File: config.mk
export PLATFORM = sky130hd
export DESIGN_NAME = multi_servo_pulse_sequencer_flat
export DESIGN_NICKNAME = d
export VERILOG_FILES = /design/src/hdl/msps_pkg.sv /design/src/hdl/msps_if.sv /design/src/hdl/multi_servo_pulse_sequencer.sv /design/src/hdl/msps_width_map.sv /design/src/hdl/msps_frame_timer.sv /design/src/flat_wrapper.sv
export SDC_FILE = /design/constraint.sdc
export NUM_CORES = 1
export LEC_CHECK = 0
export BUFFER_PORTS_ARGS = -buffer_cell sky130_fd_sc_hd__buf_2
export CAP_MARGIN = 20
export CORE_MARGIN = 2
export CORE_UTILIZATION = 45
export DETAILED_ROUTE_END_ITERATION = 16
export MAX_ROUTING_LAYER = met4
export PLACE_DENSITY = 0.66
export SYNTH_ARGS = -nofsm -noshare
export SYNTH_HDL_FRONTEND = slang
export SYNTH_SLANG_ARGS = --single-unit
File: constraint.sdc
create_clock -name clock -period 15 [get_ports clock]
set_input_delay 3 -clock clock [delete_from_list [all_inputs] [get_ports clock]]
set_output_delay 3 -clock clock [all_outputs]
set_load 0.02 [all_outputs]
File: src/hdl/msps_pkg.sv
`default_nettype none

package msps_pkg;

   localparam int OP_W    = 2;
   localparam int CHAN_W  = 3;
   localparam int RAW_W   = 10;
   localparam int LINE_W  = 7;
   localparam int WIDTH_W = 12;
   localparam int GAP_W   = 16;

   localparam logic [OP_W-1:0] OP_TICK   = 2'd0;
   localparam logic [OP_W-1:0] OP_ADC    = 2'd1;
   localparam logic [OP_W-1:0] OP_SERIAL = 2'd2;

   localparam logic [WIDTH_W-1:0] WIDTH_RESET = 12'd1500;
   localparam logic [GAP_W-1:0]   GAP_RESET   = 16'd10000;

   // floor(code * 176 / 100) is computed as (code * ADC_MUL) >> ADC_SHIFT,
   // with ADC_MUL = 176 * ceil(2^24 / 100); exact for every 10-bit code.
   localparam int ADC_MUL_W = 25;
   localparam int ADC_PROD_W = RAW_W + ADC_MUL_W;
   localparam logic [ADC_MUL_W-1:0] ADC_MUL    = 25'd29528048;
   localparam int                   ADC_SHIFT  = 24;
   localparam logic [WIDTH_W-1:0]   ADC_OFFSET = 12'd600;

   localparam logic [WIDTH_W-1:0] SERIAL_CENTER = 12'd1500;

   typedef struct packed {
      logic [OP_W-1:0]   op;
      logic [CHAN_W-1:0] channel;
      logic [RAW_W-1:0]  raw_value;
   } req_word_type;

   typedef struct packed {
      logic              tick;
      logic              load;
      logic [CHAN_W-1:0] channel;
      logic [WIDTH_W-1:0] width;
   } seq_cmd_type;

endpackage

`default_nettype wire

File: src/hdl/msps_if.sv
`default_nettype none

interface msps_req_if
   import msps_pkg::*;
();
   logic              valid;
   logic              ready;
   logic [OP_W-1:0]   op;
   logic [CHAN_W-1:0] channel;
   logic [RAW_W-1:0]  raw_value;

   modport source (output valid, output op, output channel, output raw_value, input ready);
   modport sink   (input valid, input op, input channel, input raw_value, output ready);
endinterface

interface msps_rsp_if
   import msps_pkg::*;
();
   logic               valid;
   logic               ready;
   logic [LINE_W-1:0]  servo_lines;
   logic [WIDTH_W-1:0] loaded_width;

   modport source (output valid, output servo_lines, output loaded_width, input ready);
   modport sink   (input valid, input servo_lines, input loaded_width, output ready);
endinterface

`default_nettype wire

File: src/hdl/multi_servo_pulse_sequencer.sv
`default_nettype none

// Channel    Dir   Contents
// req_chan   in    op, channel, raw_value (tick or width load)
// rsp_chan   out   servo_lines, loaded_width (one word per request word)
// csr_*      in    low_gap_ticks write, no read-back
//
// One request word is taken every cycle while req_chan.ready is high; its response
// passes through an input register and a result register.
// The frame state is updated in the cycle the word leaves the input register.
// Reset sets all widths to 1500 ticks, the gap to 10000 and starts channel 0.
// A stalled response holds the input register, which then holds req_chan.ready low.

module multi_servo_pulse_sequencer
   import msps_pkg::*;
#(
   parameter int NUM_CHANNELS = 7
)(
   input  wire logic              clock,
   input  wire logic              reset,
   msps_req_if.sink               req_chan,
   msps_rsp_if.source             rsp_chan,
   input  wire logic              csr_wr_en,
   input  wire logic [GAP_W-1:0]  csr_wr_data
);

   logic               in_valid_ff;
   logic               in_valid_in;
   req_word_type       in_word_ff;
   logic               out_valid_ff;
   logic               out_valid_in;
   logic [LINE_W-1:0]  lines_ff;
   logic [WIDTH_W-1:0] width_ff;
   logic [GAP_W-1:0]   gap_ff;
   logic               advance;
   logic               take_req;
   logic [WIDTH_W-1:0] map_width;
   logic [LINE_W-1:0]  cur_lines;
   seq_cmd_type        cmd;

   msps_width_map u_width_map (
      .op        (in_word_ff.op),
      .raw_value (in_word_ff.raw_value),
      .width     (map_width)
   );

   always_comb begin
      advance  = in_valid_ff && (!out_valid_ff || rsp_chan.ready);
      take_req = req_chan.valid && req_chan.ready;

      cmd.tick    = (in_word_ff.op == OP_TICK);
      cmd.load    = (in_word_ff.op == OP_ADC) || (in_word_ff.op == OP_SERIAL);
      cmd.channel = in_word_ff.channel;
      cmd.width   = map_width;

      in_valid_in  = take_req || (in_valid_ff && !advance);
      out_valid_in = advance || (out_valid_ff && !rsp_chan.ready);
   end

   assign req_chan.ready        = !in_valid_ff || advance;
   assign rsp_chan.valid        = out_valid_ff;
   assign rsp_chan.servo_lines  = lines_ff;
   assign rsp_chan.loaded_width = width_ff;

   msps_frame_timer #(
      .NUM_CHANNELS (NUM_CHANNELS)
   ) u_frame_timer (
      .clock     (clock),
      .reset     (reset),
      .cmd_valid (advance),
      .cmd       (cmd),
      .gap_ticks (gap_ff),
      .lines     (cur_lines)
   );

   always_ff @(posedge clock) begin
      if (reset) begin
         in_valid_ff  <= 1'b0;
         out_valid_ff <= 1'b0;
         gap_ff       <= GAP_RESET;
      end else begin
         in_valid_ff  <= in_valid_in;
         out_valid_ff <= out_valid_in;
         if (csr_wr_en) begin
            gap_ff <= csr_wr_data;
         end
      end
   end

   always_ff @(posedge clock) begin
      if (take_req) begin
         in_word_ff.op        <= req_chan.op;
         in_word_ff.channel   <= req_chan.channel;
         in_word_ff.raw_value <= req_chan.raw_value;
      end
      if (advance) begin
         lines_ff <= cur_lines;
         width_ff <= map_width;
      end
   end

   a_reset_empty: assert property (@(posedge clock)
      reset |=> !in_valid_ff && !out_valid_ff)
      else $error("Pipeline not empty after reset.");

   a_one_line: assert property (@(posedge clock) disable iff (reset)
      out_valid_ff |-> $onehot0(lines_ff))
      else $error("More than one servo line high.");

   a_input_hold: assert property (@(posedge clock) disable iff (reset)
      (in_valid_ff && !advance) |=> in_valid_ff && $stable(in_word_ff))
      else $error("Input register lost a waiting word.");

   a_tick_no_width: assert property (@(posedge clock) disable iff (reset)
      (advance && cmd.tick) |=> (width_ff == '0))
      else $error("Tick word reported a loaded width.");

endmodule

`default_nettype wire

File: src/hdl/msps_width_map.sv
`default_nettype none

module msps_width_map
   import msps_pkg::*;
(
   input  wire logic [OP_W-1:0]    op,
   input  wire logic [RAW_W-1:0]   raw_value,
   output      logic [WIDTH_W-1:0] width
);

   logic [ADC_PROD_W-1:0] adc_prod;
   logic [WIDTH_W-1:0]    adc_width;
   logic [7:0]            ser_byte;
   logic [WIDTH_W-1:0]    ser_scaled;
   logic [WIDTH_W-1:0]    ser_width;

   always_comb begin
      adc_prod  = ADC_PROD_W'(raw_value) * ADC_PROD_W'(ADC_MUL);
      adc_width = WIDTH_W'(adc_prod >> ADC_SHIFT) + ADC_OFFSET;

      // The serial byte is scaled by 15, then the offset from the center is
      // halved with truncation toward zero on either side.
      ser_byte   = raw_value[7:0];
      ser_scaled = (WIDTH_W'(ser_byte) << 4) - WIDTH_W'(ser_byte);
      if (ser_scaled >= SERIAL_CENTER) begin
         ser_width = ((ser_scaled - SERIAL_CENTER) >> 1) + SERIAL_CENTER;
      end else begin
         ser_width = SERIAL_CENTER - ((SERIAL_CENTER - ser_scaled) >> 1);
      end

      unique case (op)
         OP_ADC: begin
            width = adc_width;
         end
         OP_SERIAL: begin
            width = ser_width;
         end
         default: begin
            width = '0;
         end
      endcase
   end

endmodule

`default_nettype wire

File: src/hdl/msps_frame_timer.sv
`default_nettype none

module msps_frame_timer
   import msps_pkg::*;
#(
   parameter int NUM_CHANNELS = 7
)(
   input  wire logic               clock,
   input  wire logic               reset,
   input  wire logic               cmd_valid,
   input  wire seq_cmd_type        cmd,
   input  wire logic [GAP_W-1:0]   gap_ticks,
   output      logic [LINE_W-1:0]  lines
);

   localparam int SLOT_W = $clog2(NUM_CHANNELS + 1);
   localparam int IDX_W  = (NUM_CHANNELS > 1) ? $clog2(NUM_CHANNELS) : 1;

   logic [WIDTH_W-1:0] widths_ff [NUM_CHANNELS];
   logic [SLOT_W-1:0]  slot_ff;
   logic [SLOT_W-1:0]  slot_in;
   logic [GAP_W-1:0]   ticks_ff;
   logic [GAP_W-1:0]   ticks_in;
   logic [SLOT_W-1:0]  next_slot;
   logic [GAP_W-1:0]   next_len;
   logic               store_hit;

   always_comb begin
      next_slot = (slot_ff == SLOT_W'(NUM_CHANNELS)) ? '0 : slot_ff + SLOT_W'(1);
      if (next_slot < SLOT_W'(NUM_CHANNELS)) begin
         next_len = GAP_W'(widths_ff[IDX_W'(next_slot)]);
      end else begin
         next_len = gap_ticks;
      end

      slot_in  = slot_ff;
      ticks_in = ticks_ff;
      if (cmd_valid && cmd.tick) begin
         if (ticks_ff <= GAP_W'(1)) begin
            slot_in  = next_slot;
            ticks_in = next_len;
         end else begin
            ticks_in = ticks_ff - GAP_W'(1);
         end
      end

      store_hit = cmd_valid && cmd.load && (int'(cmd.channel) < NUM_CHANNELS);

      for (int k = 0; k < LINE_W; k++) begin
         lines[k] = (k < NUM_CHANNELS) && (slot_ff == SLOT_W'(k));
      end
   end

   always_ff @(posedge clock) begin
      if (reset) begin
         slot_ff  <= '0;
         ticks_ff <= GAP_W'(WIDTH_RESET);
         for (int k = 0; k < NUM_CHANNELS; k++) begin
            widths_ff[k] <= WIDTH_RESET;
         end
      end else begin
         slot_ff  <= slot_in;
         ticks_ff <= ticks_in;
         if (store_hit) begin
            widths_ff[IDX_W'(cmd.channel)] <= cmd.width;
         end
      end
   end

   a_slot_range: assert property (@(posedge clock) disable iff (reset)
      slot_ff <= SLOT_W'(NUM_CHANNELS))
      else $error("Active slot beyond the gap slot.");

   a_hold_without_tick: assert property (@(posedge clock) disable iff (reset)
      !(cmd_valid && cmd.tick) |=> $stable(slot_ff) && $stable(ticks_ff))
      else $error("Frame timer moved without a tick.");

   a_countdown: assert property (@(posedge clock) disable iff (reset)
      (cmd_valid && cmd.tick && ticks_ff > GAP_W'(1)) |=>
         (ticks_ff == $past(ticks_ff) - GAP_W'(1)) && $stable(slot_ff))
      else $error("Tick count did not step down by one.");

endmodule

`default_nettype wire

File: src/flat_wrapper.sv
// flat-port wrapper written by rule: the top's interface ports become plain ports
module multi_servo_pulse_sequencer_flat import msps_pkg::*;
#(
   parameter int NUM_CHANNELS = 7
)
  (clock, reset, csr_wr_en, csr_wr_data, req_chan_valid, req_chan_op, req_chan_channel, req_chan_raw_value, req_chan_ready, rsp_chan_valid, rsp_chan_servo_lines, rsp_chan_loaded_width, rsp_chan_ready);
  msps_req_if req_chan_i ();
  msps_rsp_if rsp_chan_i ();
  input  wire logic clock;
  input  wire logic reset;
  input  wire logic csr_wr_en;
  input  wire logic [GAP_W-1:0] csr_wr_data;
  input wire logic [$bits(req_chan_i.valid)-1:0] req_chan_valid;
  input wire logic [$bits(req_chan_i.op)-1:0] req_chan_op;
  input wire logic [$bits(req_chan_i.channel)-1:0] req_chan_channel;
  input wire logic [$bits(req_chan_i.raw_value)-1:0] req_chan_raw_value;
  output wire logic [$bits(req_chan_i.ready)-1:0] req_chan_ready;
  output wire logic [$bits(rsp_chan_i.valid)-1:0] rsp_chan_valid;
  output wire logic [$bits(rsp_chan_i.servo_lines)-1:0] rsp_chan_servo_lines;
  output wire logic [$bits(rsp_chan_i.loaded_width)-1:0] rsp_chan_loaded_width;
  input wire logic [$bits(rsp_chan_i.ready)-1:0] rsp_chan_ready;
  assign req_chan_i.valid = req_chan_valid;
  assign req_chan_i.op = req_chan_op;
  assign req_chan_i.channel = req_chan_channel;
  assign req_chan_i.raw_value = req_chan_raw_value;
  assign req_chan_ready = req_chan_i.ready;
  assign rsp_chan_valid = rsp_chan_i.valid;
  assign rsp_chan_servo_lines = rsp_chan_i.servo_lines;
  assign rsp_chan_loaded_width = rsp_chan_i.loaded_width;
  assign rsp_chan_i.ready = rsp_chan_ready;
  multi_servo_pulse_sequencer #(.NUM_CHANNELS(NUM_CHANNELS)) u_core (.clock(clock), .reset(reset), .req_chan(req_chan_i), .rsp_chan(rsp_chan_i), .csr_wr_en(csr_wr_en), .csr_wr_data(csr_wr_data));
endmodule
==> results.cfg, run 1 <==
[yosys]
yosys-top-cells-area = edfxtp_1 26%, ha_1 13%, dfxtp_1 7.9%, fa_1 7.6%, mux2i_1 4.3%
syn-num-nets = 1486
ys.flop_type = edfxtp_1
ys_warn_count = 0
avgSynthCellArea_um2 = 9.73
synth_edf_count = 106
synthArstFlopShare = 0
syn_inst = 1273
ys_ff_latch = 155
syn-cell-area_mm2 = 0.0124
yosysSeqAreaShare = 0.336
yosys.area.top_type = edfxtp_1
synthDominantCellAreaShare = 0.257
synth_top_cells_by_count = 130 x ha_1, 122 x inv_1, 112 x nor2_1
yosysMostFrequentCell = ha_1
yosysUniqueCellTypes = 84

[place]
dp.cells = 1629
post_dp_cell_area_mm2 = 0.0130
post-place-ws_ns = 7.79
hpwl_mm = 24.1
place.gp.congestion = 0.941
io_buffer_count = 56

[detailed_routing]
vias = 9369
ant_nets = 0
wire_per_inst_um = 18.7
wl_mm = 31.1
routed_via_density = 5.64
drt_iter0_drc = 734
drcViolationCount = 0
drtPass1Iterations = 6

[clock_network]
ctsResizeCount = 0
clk_pin_slew_ns = 0.07
cts_made_buffers = 17
clk-insertion-delay-late_ns = 0.43
cts.path.max_buffers = 2
root_buffer = clkbuf_16
cts_tree = yes
postCtsSetupBuffers = 0
cts_sinks = 155
htreeDepth = 4
holdBufCountCts = 0

[sta]
skew_ns = 0.0209
fin_setup_tns_ns = 0
setup-violations-final = 0
period_minus_slack_ns = 7.17
fin_crit_sh = 0.478
holdWs_ns = 0.491
finalHoldViolations = 0
slew_violations = 0
fmax_mhz = 139
tightest_slew_ns = 1.04
relSlewSlack = 0.299
setup_ws_ns = 7.83
rsz0062_at_grt = false

[grt]
gr-usage-all-layers = 0.224
grt_pass1_wl_mm = 48.9
antenna_found_initial = 0
grt-ovfl-total = 0
grt_pass1_vias = 9131
grt_max_degree = 60

[power]
ir_worst_vdd_mv = 0.0983
total_power_mw = 1.94
power.density_mw_per_mm2 = 143
leakagePower_nw = 5.55

[layout]
final_cells = 1661
drive_above_1_share = 0.108
final_area_mm2 = 0.0136
antenna_cells = 0
area_growth_pct = 9.35
utilization = 0.501
fin_nets = 1520

[floorplanning]
dieWidth_um = 170
initial_utilization = 0.459
die_y_um = 170
ioPinCount = 57
dieArea_mm2 = 0.0289
num_rows = 60
core_mm2 = 0.0270

[worst_setup_path]
cp_max_fo = 9
crit_type = reg -> reg
r2r_cells = 22
arrival_ns = 7.32
startpoint_type = flip-flop
cp.required_ns = 15.15
cp-end-kind = flip-flop

[worst_hold_path]
hold_path.class = reg -> reg
hold_path_depth = 2

[status]
status = finished, final reports clean

[run]
max_cap_violations = 0
[registers in the layout, summed over array words and instances, names as in the netlist]
signal	count
u_core.u_frame_timer.ticks_ff	16
u_core.gap_ff	16
u_core.in_word_ff	12
u_core.rsp_chan.valid	1
u_core.cmd	3
u_core.u_frame_timer.slot_ff	3
u_core.u_frame_timer.widths_ff	84
u_core.rsp_chan.servo_lines	7
u_core.in_valid_ff	1
u_core.rsp_chan.loaded_width	12
[layer usage]
layer	vias to the layer above	routed length, um	track usage
met1	4455	13800	0.277
li1	4650	-	-
met4	0	652	0.0676
met2	222	15400	0.384
met5	-	0	-
met3	42	1230	0.0277
[path summary, 6_finish.rpt]
kind,from,end,slack [ns]
max,u_core.in_word_ff[4]$_DFFE_PP_,u_core.u_frame_timer.widths_ff[2][9]$_SDFFCE_PN0P_,7.83
min,u_core.u_frame_timer.ticks_ff[9]$_SDFFE_PP0P_,u_core.u_frame_timer.ticks_ff[9]$_SDFFE_PP0P_,0.49
min reg2reg,u_core.u_frame_timer.ticks_ff[9]$_SDFFE_PP0P_,u_core.u_frame_timer.ticks_ff[9]$_SDFFE_PP0P_,0.49
max reg2reg,u_core.in_word_ff[4]$_DFFE_PP_,u_core.u_frame_timer.widths_ff[2][9]$_SDFFCE_PN0P_,7.83
[cell type report]
class	count	area, um2
Clock buffer	22	508
Timing Repair Buffer	66	355
Inverter	122	458
Multi-Input combinational cell	945	7560
Tap cell	341	427
Fill cell	2513	13500
Clock inverter	10	76.3
Sequential cell	155	4160
[cells by family after synthesis]
group / Yosys count / share of synthesized area
and+or+nand+nor: 406 / 0.161
AOI/OAI and AO/OA: 252 / 0.145
adders and majority gates: 177 / 0.207
buffers and inverters: 173 / 0.0541
DFF: 155 / 0.336
muxes: 66 / 0.0646
xor gates and xnor gates: 44 / 0.0323
[report_power, final]
group | leakage, nW | switching (mW) | internal, mW | total (mW)
logic | 3.91 | 0.630 | 0.397 | 1.03
clock network | 0.295 | 0.184 | 0.243 | 0.427
registers | 1.34 | 0.0118 | 0.475 | 0.487
[critical path, stage by stage, from the launching register on]
cell and delay (ns):
edfxtp_1 0.56, inv_1 0.18, fa_1 0.64, inv_1 0.15, fa_1 0.57, inv_1 0.08, fa_1 0.53, inv_1 0.05
fa_1 0.44, fa_1 0.45, ha_1 0.34, a21oi_1 0.16, o22ai_1 0.12, a2111oi_0 0.56, and3_1 0.30, o21ai_0 0.14
and2_1 0.17, ha_1 0.21, o22ai_1 0.29, a31oi_1 0.16, o21a_1 0.22, nor3_2 0.46, nor2_1 0.11
[cell usage in the layout (no fill, tap or decap), drive strengths merged, types with 9 or more instances in the layout]
| cell | netlist | layout |
|---|---|---|
| a21oi | 62 | 62 |
| clkbuf | 33 | 22 |
| nor3 | 40 | 40 |
| mux2i | 53 | 53 |
| dfxtp | 49 | 49 |
| o22ai | 13 | 13 |
| xnor2 | 33 | 33 |
| o21ai | 37 | 37 |
| xor2 | 11 | 11 |
| nand2 | 102 | 102 |
| nor2b | 17 | 17 |
| nand2b | 17 | 17 |
| nor2 | 114 | 114 |
| edfxtp | 106 | 106 |
| buf | 18 | 66 |
| inv | 122 | 126 |
| and3 | 9 | 9 |
| nand3 | 16 | 16 |
| and2 | 23 | 23 |
| ha | 130 | 130 |
| or3 | 14 | 14 |
| nor4 | 11 | 11 |
| fa | 47 | 47 |
| a31oi | 12 | 12 |
| a211oi | 16 | 16 |
| a21boi | 9 | 9 |
| mux4 | 11 | 11 |
| or2 | 9 | 9 |
| o21a | 9 | 9 |
| nand4 | 13 | 13 |
No activity file was read; power rests on OpenSTA's default activity.
==> run 2, diff against run 1 <==
ABC_AREA = 1   (was not set)
clock period = 7.1 ns   (was 15 ns; I/O delays follow)
==> run 2 against run 1 <==
Effect of this change:
- critical path depth up 5
- setup slack worse by 7.0 ns
- register-to-register slack worse by 7.0 ns
- largest power group unchanged
- sequential power up 110%
- clock power up 110%
- cell area up 2.1%
- core utilization down 0.057 points
- via count up 16%
- largest cell class unchanged
- power up 120%
- non-clock buffer count up 3
==> results.cfg, run 2 <==
[power]
power.density_mw_per_mm2 = 302
leakagePower_nw = 6.56
ir_worst_vdd_mv = 0.447

[yosys]
ys_ff_latch = 155
synth-simple-area-share = 0.252
ys_warn_count = 0
yosys.area.top_type = edfxtp_1
synth_top_cells_by_count = 405 x nand2_1, 241 x inv_1, 152 x nor2_1
syn_inst = 1617
ys.flop_type = edfxtp_1
synth_compound_area_frac = 0.114
synthArstFlopShare = 0
syn-num-nets = 1830
synth_edf_count = 106
avgSynthCellArea_um2 = 7.77
synthDominantCellAreaShare = 0.253
yosysMostFrequentCell = nand2_1
yosysSeqAreaShare = 0.332
syn-cell-area_mm2 = 0.0126
yosysUniqueCellTypes = 58
synthAdderAreaFrac = 0.204
yosys-top-cells-area = edfxtp_1 25%, ha_1 13%, nand2_1 12%, dfxtp_1 7.8%, fa_1 7.5%
synthMuxAreaShare = 0
synth_xor_area_frac = 0.00837
synth_top_family_by_area = simple AND/OR/NAND/NOR gates

[worst_setup_path]
cp.required_ns = 7.26
cp-end-kind = flip-flop
startpoint_type = flip-flop
crit_type = reg -> reg
arrival_ns = 6.41
cp_max_fo = 9

[layout]
drive_above_1_share = 0.107
area_growth_pct = 10.2
largest-register = u_core.u_frame_timer.widths_ff
final_common_cell = nand2_1
final_cell_mix = 405 x nand2_1, 241 x inv_1, 151 x nor2_1, 130 x ha_1, 106 x edfxtp_1
utilization = 0.501
fin_nets = 1885
antenna_cells = 0
reg_top3 = u_core.u_frame_timer.widths_ff (84), u_core.gap_ff (16), u_core.u_frame_timer.ticks_ff (16)
largest_reg_flops = 84

[worst_hold_path]
hold_path.class = reg -> reg

[clock_network]
cts.path.max_buffers = 2
cts_made_buffers = 17
htreeDepth = 4
holdBufCountCts = 0
root_buffer = clkbuf_16
clk_pin_slew_ns = 0.08
clk-insertion-delay-late_ns = 0.45
cts_sinks = 155
cts_tree = yes
ctsResizeCount = 0
postCtsSetupBuffers = 0

[sta]
fin_setup_tns_ns = 0
relSlewSlack = 0.450
rsz0062_at_grt = false
setup-violations-final = 0
fmax_mhz = 160
period_minus_slack_ns = 6.25
tightest_slew_ns = 0.821
finalHoldViolations = 0
fin_crit_sh = 0.881
skew_ns = 0.0242
slew_violations = 0
setup_ws_ns = 0.846

[grt]
grt-ovfl-total = 0
grt_pass1_vias = 10500
antenna_found_initial = 0
grt_max_degree = 50
gr-usage-all-layers = 0.246
grt_pass1_wl_mm = 53.7

[place]
post-place-ws_ns = 0.929
io_buffer_count = 56
hpwl_mm = 25.9
place.gp.congestion = 0.953

[run]
max_cap_violations = 0

[floorplanning]
die_y_um = 171
initial_utilization = 0.455
dieWidth_um = 171
core_mm2 = 0.0276
ioPinCount = 57
dieArea_mm2 = 0.0293
num_rows = 61

[detailed_routing]
routed_via_density = 5.27
drt_iter0_drc = 883
drtPass1Iterations = 6
wl_mm = 33.7
ant_nets = 0
drcViolationCount = 0
vias = 10900
wire_per_inst_um = 16.3

[status]
status = finished, final reports clean
run 2: cell types whose count changed in the layout (fill, tap and decap cells not counted), moves of 29 or more:
cell,before,now
nand2_1,102,405
nor2_1,111,151
inv_1,122,241
mux2i_1,53,0
o21ai_0,34,67
nand3_1,16,101
a21oi_1,62,94
nor3_1,38,9
run 2: cells by family (layout without fill, tap and decap cells):
logic type	after synthesis	count (layout)
and+or+nand+nor	737	737
buffers and inverters	294	362
AOI/OAI and AO/OA	242	242
adders and majority gates	177	177
DFF	155	155
xor gates and xnor gates	12	12
run 2: stage by stage:
step | instance area [um2] | cells | total power, mW | hold WS [ns]
final | 13800 | 2063 | 4.18 | 0.469
after CTS | 13800 | 2063 | 4.20 | 0.468
after global placement | 13300 | 2031 | 3.29 | 0.452
after floorplan | 12600 | 1617 | 2.73 | 0.429
after detailed placement | 13300 | 2031 | 3.30 | 0.454
after global routing | 13800 | 2063 | 4.57 | 0.501
run 2: layout make-up:
class / instances / area [um2]
timing repair buffer: 69 / 378
sequential: 155 / 4160
multi-input combinational: 1168 / 7280
clock buffer: 19 / 454
tap: 378 / 473
inverter: 261 / 982
fill: 2739 / 13800
clock inverter: 13 / 108
run 2: critical path: stages (launching register included):
cell and delay (ns):
edfxtp_1 0.61, inv_2 0.18, fa_1 0.63, inv_1 0.13, fa_1 0.57, inv_1 0.08, fa_1 0.53, inv_1 0.05
fa_1 0.43, fa_1 0.45, ha_1 0.32, nand2_1 0.07, nor2_1 0.25, nand2_1 0.09, nor2_1 0.11, nand2_1 0.07
nand4_1 0.09, nand2_1 0.10, ha_1 0.22, or2_1 0.24, nand2_1 0.11, a21oi_1 0.07, o21ai_0 0.10, nand2_1 0.09
nand2_2 0.09, nand2_2 0.08, inv_2 0.12, nand2_1 0.06
run 2: worst paths after layout:
check,startpoint,to,slack [ns],cells after the start
setup reg to reg,u_core.in_word_ff[4]$_DFFE_PP_,u_core.u_frame_timer.widths_ff[3][7]$_SDFFCE_PN1P_,0.85,27
hold reg to reg,u_core.gap_ff[13]$_SDFFE_PP1P_,u_core.gap_ff[13]$_SDFFE_PP1P_,0.47,2
setup / recovery,u_core.in_word_ff[4]$_DFFE_PP_,u_core.u_frame_timer.widths_ff[3][7]$_SDFFCE_PN1P_,0.85,27
hold / removal,u_core.gap_ff[13]$_SDFFE_PP1P_,u_core.gap_ff[13]$_SDFFE_PP1P_,0.47,2
run 2: routing by layer:
metal,GRT usage,vias to the layer above,part of all wire
met4,0.0987,0,0.033
met1,0.298,5072,0.43
met5,-,-,0
li1,-,5393,-
met3,0.0377,66,0.055
met2,0.413,342,0.49
run 2: where the power goes:
group,internal (mW),switching [mW],total [mW]
sequential,1.01,0.0222,1.03
combinational,0.782,1.49,2.27
clock,0.478,0.408,0.886
total,2.27,1.92,4.18
